==> src/design/lsfd_pkg.sv <==
// lsfd_pkg: shared types and constants for the led strip frame driver
// no dependencies; imported by lsfd_store and led_strip_frame_driver_unit
package lsfd_pkg;

	localparam int BYTE_W = 8;
	localparam logic [BYTE_W-1:0] OFF_BYTE = 8'h80;

	// request codes carried in s_tuser
	typedef enum logic [2:0] {
		REQ_SET     = 3'd0,
		REQ_UPDATE  = 3'd1,
		REQ_CLEAR   = 3'd2,
		REQ_DISABLE = 3'd3,
		REQ_ENABLE  = 3'd4
	} req_t;

	// control strobes from the sequencer to the pixel store
	typedef struct packed {
		logic wr;
		logic rd;
		logic clr;
	} store_ctl_t;

endpackage

==> src/design/led_strip_frame_driver_unit.sv <==
// led_strip_frame_driver_unit: top level, command decode and frame streaming
// depends on lsfd_pkg and lsfd_store
//
// channel  dir  handshake          payload
// s_*      in   s_tvalid/s_tready  s_tuser: req_type; s_tdata: index, red, green, blue
// m_*      out  m_tvalid/m_tready  m_tdata: strip_byte; m_tlast: frame_end
//
// a frame is 3*NUM_LEDS color bytes and then the latch bytes, one byte per cycle while the
// output is not stalled, out of the pixel memory port
// clear and disable wipe the store at once through per-pixel valid bits
// a stalled output holds the sequencer; no command is taken while streaming
// arst_n resets to enabled with every pixel off
module led_strip_frame_driver_unit #(
	parameter int NUM_LEDS = 18
) (
	input  logic        clk,
	input  logic        arst_n,
	input  logic        s_tvalid,
	output logic        s_tready,
	input  logic [31:0] s_tdata,   // pixel_index[5:0], red[13:6], green[21:14], blue[29:22]
	input  logic [2:0]  s_tuser,   // req_type[2:0]
	output logic        m_tvalid,
	input  logic        m_tready,
	output logic [7:0]  m_tdata,   // strip_byte[7:0]
	output logic        m_tlast
);
	import lsfd_pkg::*;

	localparam int AW = (NUM_LEDS > 1) ? $clog2(NUM_LEDS) : 1;
	localparam int LATCH_BYTES = (NUM_LEDS + 31) / 32;
	localparam int LW = (LATCH_BYTES > 1) ? $clog2(LATCH_BYTES) : 1;

	typedef enum logic [1:0] {
		ST_IDLE,
		ST_FETCH,
		ST_EMIT,
		ST_LATCH
	} state_t;

	state_t             state_q;
	logic               en_q;
	logic [AW-1:0]      pix_q;
	logic [1:0]         sel_q;
	logic [LW-1:0]      lat_q;
	logic               out_vld_q;
	logic [BYTE_W-1:0]  out_data_q;
	logic               out_last_q;

	store_ctl_t          st_ctl;
	logic [AW-1:0]       rd_addr;
	logic [3*BYTE_W-1:0] rd_word;
	logic [3*BYTE_W-1:0] wr_word;
	logic [BYTE_W-1:0]   emit_byte;

	logic       acc;
	logic       slot_free;
	logic       emit_go;
	logic [5:0] in_idx;
	logic       idx_ok;
	logic       last_pix;

	assign s_tready  = (state_q == ST_IDLE);
	assign acc       = s_tvalid && s_tready;
	assign slot_free = !out_vld_q || m_tready;
	assign emit_go   = slot_free && (state_q == ST_EMIT || state_q == ST_LATCH);
	assign in_idx    = s_tdata[5:0];
	assign idx_ok    = (in_idx < 6'(NUM_LEDS));
	assign last_pix  = (pix_q == AW'(NUM_LEDS - 1));
	assign wr_word   = {s_tdata[29:22] | OFF_BYTE, s_tdata[13:6] | OFF_BYTE,
		s_tdata[21:14] | OFF_BYTE};

	// store strobes and read address
	always_comb begin
		st_ctl  = '0;
		rd_addr = '0;
		if (acc && en_q) begin
			case (s_tuser)
				REQ_SET:                 st_ctl.wr  = idx_ok;
				REQ_CLEAR, REQ_DISABLE:  st_ctl.clr = 1'b1;
				default:                 st_ctl     = '0;
			endcase
		end
		if (state_q == ST_FETCH) begin
			st_ctl.rd = 1'b1;
		end else if (state_q == ST_EMIT && slot_free && sel_q == 2'd2 && !last_pix) begin
			st_ctl.rd = 1'b1;
			rd_addr   = pix_q + AW'(1);
		end
		if (state_q == ST_FETCH) begin
			rd_addr = pix_q;
		end
	end

	// byte of the current pixel word
	always_comb begin
		case (sel_q)
			2'd0:    emit_byte = rd_word[7:0];
			2'd1:    emit_byte = rd_word[15:8];
			2'd2:    emit_byte = rd_word[23:16];
			default: emit_byte = OFF_BYTE;
		endcase
	end

	lsfd_store #(
		.NUM_LEDS(NUM_LEDS),
		.AW(AW)
	) u_store (
		.clk(clk),
		.arst_n(arst_n),
		.ctl(st_ctl),
		.wr_addr(in_idx[AW-1:0]),
		.wr_word(wr_word),
		.rd_addr(rd_addr),
		.rd_word(rd_word)
	);

	// command decode, frame sequencer and output register
	always_ff @(posedge clk or negedge arst_n) begin
		if (!arst_n) begin
			state_q    <= ST_IDLE;
			en_q       <= 1'b1;
			pix_q      <= '0;
			sel_q      <= '0;
			lat_q      <= '0;
			out_vld_q  <= 1'b0;
			out_data_q <= '0;
			out_last_q <= 1'b0;
		end else begin
			if (out_vld_q && m_tready && !emit_go) begin
				out_vld_q <= 1'b0;
			end
			case (state_q)
				ST_IDLE: begin
					pix_q <= '0;
					sel_q <= '0;
					lat_q <= '0;
					if (acc) begin
						case (s_tuser)
							REQ_UPDATE, REQ_CLEAR: begin
								if (en_q) state_q <= ST_FETCH;
							end
							REQ_DISABLE: begin
								en_q    <= 1'b0;
								state_q <= ST_FETCH;
							end
							REQ_ENABLE: en_q <= 1'b1;
							default:    state_q <= ST_IDLE;
						endcase
					end
				end
				ST_FETCH: begin
					state_q <= ST_EMIT;
				end
				ST_EMIT: begin
					if (slot_free) begin
						out_vld_q  <= 1'b1;
						out_data_q <= emit_byte;
						out_last_q <= 1'b0;
						if (sel_q == 2'd2) begin
							sel_q <= '0;
							if (last_pix) begin
								state_q <= ST_LATCH;
							end else begin
								pix_q <= pix_q + AW'(1);
							end
						end else begin
							sel_q <= sel_q + 2'd1;
						end
					end
				end
				ST_LATCH: begin
					if (slot_free) begin
						out_vld_q  <= 1'b1;
						out_data_q <= '0;
						out_last_q <= (lat_q == LW'(LATCH_BYTES - 1));
						if (lat_q == LW'(LATCH_BYTES - 1)) begin
							state_q <= ST_IDLE;
						end else begin
							lat_q <= lat_q + LW'(1);
						end
					end
				end
				default: state_q <= ST_IDLE;
			endcase
		end
	end

	assign m_tvalid = out_vld_q;
	assign m_tdata  = out_data_q;
	assign m_tlast  = out_last_q;

	// an update while enabled starts a frame fetch
	a_update_starts: assert property (@(posedge clk) disable iff (!arst_n)
		(acc && s_tuser == REQ_UPDATE && en_q) |=> (state_q == ST_FETCH))
		else $error("update did not start a frame");

	// the frame end byte is a zero latch byte
	a_last_zero: assert property (@(posedge clk) disable iff (!arst_n)
		(m_tvalid && m_tlast) |-> (m_tdata == '0))
		else $error("frame end on a non-latch byte");

	// store writes only happen between frames
	a_wr_idle: assert property (@(posedge clk) disable iff (!arst_n)
		(st_ctl.wr || st_ctl.clr) |-> (state_q == ST_IDLE))
		else $error("store changed during a frame");

	// latch bytes only follow the color bytes
	a_latch_order: assert property (@(posedge clk) disable iff (!arst_n)
		(state_q == ST_LATCH) |-> ($past(state_q) == ST_EMIT || $past(state_q) == ST_LATCH))
		else $error("latch phase entered out of order");

endmodule

==> src/design/lsfd_store.sv <==
// lsfd_store: pixel memory, one 24-bit word per led (green low, blue high)
// per-pixel valid bits give the off value after reset or a clear
// depends on lsfd_pkg
module lsfd_store #(
	parameter int NUM_LEDS = 18,
	parameter int AW = 5
) (
	input  logic                     clk,
	input  logic                     arst_n,
	input  lsfd_pkg::store_ctl_t     ctl,
	input  logic [AW-1:0]            wr_addr,
	input  logic [3*lsfd_pkg::BYTE_W-1:0] wr_word,
	input  logic [AW-1:0]            rd_addr,
	output logic [3*lsfd_pkg::BYTE_W-1:0] rd_word
);
	import lsfd_pkg::*;

	logic [3*BYTE_W-1:0] mem [NUM_LEDS];
	logic [NUM_LEDS-1:0] valid_q;
	logic [3*BYTE_W-1:0] rd_word_q;
	logic                rd_vld_q;

	// memory write and registered read
	always_ff @(posedge clk) begin
		if (ctl.wr) begin
			mem[wr_addr] <= wr_word;
		end
		if (ctl.rd) begin
			rd_word_q <= mem[rd_addr];
		end
	end

	// valid bits, cleared all at once
	always_ff @(posedge clk or negedge arst_n) begin
		if (!arst_n) begin
			valid_q  <= '0;
			rd_vld_q <= 1'b0;
		end else begin
			if (ctl.clr) begin
				valid_q <= '0;
			end else if (ctl.wr) begin
				valid_q[wr_addr] <= 1'b1;
			end
			if (ctl.rd) begin
				rd_vld_q <= valid_q[rd_addr];
			end
		end
	end

	// pixels not written since reset or a clear read as off
	assign rd_word = rd_vld_q ? rd_word_q : {3{OFF_BYTE}};

endmodule

==> config.mk <==
export PLATFORM = sky130hd
export DESIGN_NAME = led_strip_frame_driver_unit
export DESIGN_NICKNAME = d
export VERILOG_FILES = /design/src/design/lsfd_pkg.sv /design/src/design/led_strip_frame_driver_unit.sv /design/src/design/lsfd_store.sv
export SDC_FILE = /design/constraint.sdc
export NUM_CORES = 1
export LEC_CHECK = 0
export BUFFER_PORTS_ARGS = -buffer_cell sky130_fd_sc_hd__buf_2
export CORE_MARGIN = 5
export CORE_UTILIZATION = 50
export CTS_BUF_LIST = sky130_fd_sc_hd__clkbuf_2 sky130_fd_sc_hd__clkbuf_4 sky130_fd_sc_hd__clkbuf_8
export DETAILED_ROUTE_END_ITERATION = 6
export GPL_TIMING_DRIVEN = 0
export PLACE_DENSITY_LB_ADDON = 0.1
export SETUP_SLACK_MARGIN = 0.02
export SYNTH_ARGS = -nofsm -noshare
export SYNTH_HDL_FRONTEND = slang
export SYNTH_SLANG_ARGS = --single-unit
==> constraint.sdc <==
create_clock -name clk -period 4.4 [get_ports clk]
set_input_delay 0.88 -clock clk [delete_from_list [all_inputs] [get_ports clk]]
set_output_delay 0.88 -clock clk [all_outputs]
set_load 0.03 [all_outputs]
==> qor.yml <==
netlist_instances: 1153
routedWlPerCell_um: 25.1
ys_types: 54
die_w_um: 199
fin_setup_tns_ns: 0
rsz0062_at_grt: "false"
postRouteAntennaNets: 0
synthToLayoutAreaGrowth_pct: 14.4
post-route-util: 0.575
total_power_uw: 9350
yosys_register_bits: 438
yosys_warnings: 0
clk_path_buf_depth: 3
tightest_slew_ns: 1.23
cts_resized: 0
vias: 10400
nets: 1332
fmax_mhz: 283
dp_hpwl_um: 29200
cts-buffers-inserted: 74
ir_worst_vdd_uv: 300
grt_max_degree: 40
clock_sinks: 438
setup-violations-final: 0
drt_iter0_drc: 928
final_max_slew_viol_count: 0
grt_pass1_wl_um: 67400
die_h_um: 199
worstSetupStartpointType: "flop"
cp_slowest_cell: "nor3_2"
core_sq_um: 35400
initial_core_util: 0.503
cp.arrival_ns: 3.86
outcome: "complete, no violations"
required_ns: 4.72
drv_cap: 0
clk_latency_ns: 0.63
synth.avg_cell_area_sq_um: 15.4
criticalPathCategory: "reg2reg"
gp_congestion: 0.853
route.detailed.drc: 0
timing.final.crit_period_ns: 3.54
synth_area_sq_um: 17800
crit_path_cell_trace: "inv_1 > ha_1 > clkbuf_1 > nand2_1 > nor4_1 > nand2_1 > nor3_2 > buf_6 > buf_6"
htreeDepth: 3
grt_overflow: 0
grtUsageTotal: 0.234
hold_class: "in2async"
slowest_delay_ns: 0.87
dr.pass1.iters: 6
skew_ns: 0.0257
fp-row-count: 69
leakagePower_uw: 0.00787
hold_buffers: 0
synth_edf_count: 399
power.density_nw_per_um2: 459
slew_headroom: 0.176
clkTransAtPathRegs_ns: 0.06
die_area_sq_um: 39500
io_pins: 50
hold_viol: 0
wl_um: 45400
end_kind: "flop"
io_buffers: 43
root_buffer: "clkbuf_8"
synth-async-reset-ratio: 0.0890
ys.flop_type: "edfxtp_1"
tritoncts: "yes"
viasPerCell: 5.78
antenna_found_initial: 1
fin_crit_sh: 0.804
final_layout_size_suffix_gt1_frac: 0.190
ys_seq_area_frac: 0.728
grt_pass1_vias: 10800
synthesis.nets: 1199
post_cts_buffers: 0
path_max_fanout: 10
==> flip-flops by register name (all words and copies together), names as in the netlist <==
signal             cells
u_store.rd_vld_q       1
sel_q                  2
m_tlast                1
en_q                   1
state_q                2
m_tdata                8
u_store.rd_word_q     21
pix_q                  5
u_store.valid_q       18
u_store.mem          378
m_tvalid               1
==> where the power goes <==
| group | internal (uW) | switching (uW) |
|---|---|---|
| sequential | 4670 | 55.8 |
| clock | 1990 | 1580 |
| combinational | 346 | 714 |
| total | 7000 | 2360 |
==> cells in the final DEF, fill, tap and decap left out, types with 22 or more instances in the layout <==
cell type | Yosys | routed
a211oi_1 | 25 | 25
a21oi_1 | 24 | 24
a221oi_1 | 22 | 22
buf_2 | 25 | 68
clkbuf_1 | 22 | 22
clkbuf_4 | 0 | 31
clkbuf_8 | 0 | 76
dfrtp_1 | 38 | 38
edfxtp_1 | 399 | 399
mux2i_1 | 153 | 153
nand2_1 | 146 | 146
nand3_1 | 48 | 48
o22ai_1 | 22 | 22
==> area by class of cell <==
type | instances | area [sq um]
Fill cell | 2835 | 15000
Sequential cell | 438 | 13000
Multi-Input combinational cell | 641 | 4550
Clock buffer | 107 | 1280
Tap cell | 461 | 577
Buffer | 69 | 399
Timing Repair Buffer | 57 | 395
Clock inverter | 27 | 180
Inverter | 5 | 18.8
Antenna cell | 2 | 5.00
==> stage by stage <==
stage	instances	worst slack, ns	hold WS [ns]	cell area, sq um
CTS	1805	0.886	0.375	20400
global route	1805	0.666	0.430	20400
finish	1807	0.863	0.387	20400
floorplan	1153	0.636	0.463	17800
global placement	1657	-1.75	0.473	18600
detailed placement	1671	0.686	0.479	18900
==> cell usage after synthesis (all sizes together), types with 6 or more instances <==
cell | number | area (sq um)
a211oi | 25 | 188
a21oi | 34 | 208
a221oi | 22 | 193
a22o | 12 | 105
a311oi | 20 | 175
and2 | 21 | 131
buf | 47 | 317
clkbuf | 22 | 82.6
dfrtp | 38 | 951
edfxtp | 399 | 12000
ha | 7 | 87.6
mux2i | 153 | 1530
nand2 | 148 | 566
nand2b | 6 | 40.0
nand3 | 48 | 240
nor2 | 21 | 86.3
nor3 | 26 | 130
o21a | 18 | 135
o21ai | 17 | 85.1
o22ai | 22 | 138
==> path summary, 6_finish.rpt <==
check,from,end,slack [ns],cells after the start
min in group clk,u_store.valid_q[4]$_DFFE_PN0P_,u_store.valid_q[4]$_DFFE_PN0P_,0.49,1
hold reg to reg,u_store.valid_q[4]$_DFFE_PN0P_,u_store.valid_q[4]$_DFFE_PN0P_,0.49,1
setup reg to reg,state_q[0]$_DFFE_PN0P_,u_store.mem[0][14]$_DFFE_PP_,0.86,9
max in group asynchronous,arst_n,u_store.valid_q[16]$_DFFE_PN0P_,3.44,1
setup / recovery,state_q[0]$_DFFE_PN0P_,u_store.mem[0][14]$_DFFE_PP_,0.86,9
hold / removal,arst_n,u_store.valid_q[15]$_DFFE_PN0P_,0.39,1
==> metal layers <==
| metal | share of wire | up-vias | track usage |
|---|---|---|---|
| met1 | 0.42 | 5210 | 0.312 |
| met4 | 0.036 | 0 | 0.0917 |
| met2 | 0.48 | 373 | 0.384 |
| li1 | - | 4749 | - |
| met3 | 0.058 | 107 | 0.0445 |
| met5 | 0 | - | 0 |
==> cells by family after synthesis <==
group                      Yosys count  synth area share
muxes                              153            0.0860
AOI/OAI and AO/OA                  192            0.0814
xor gates and xnor gates             1          0.000492
and+or+nand+nor                    288            0.0759
adders and majority gates            7           0.00492
buffers and inverters               74            0.0235
DFF                                438             0.728
==> worst max-delay path: cells and delay by family, from the launching register on <==
| kind | cells | cell delay, ns |
|---|---|---|
| fa+ha+maj | 1 | 0.18 |
| buf+inv | 4 | 0.85 |
| flops | 1 | 0.40 |
| simple gates | 4 | 1.80 |
Note: power is estimated with default switching activity, not from simulation.
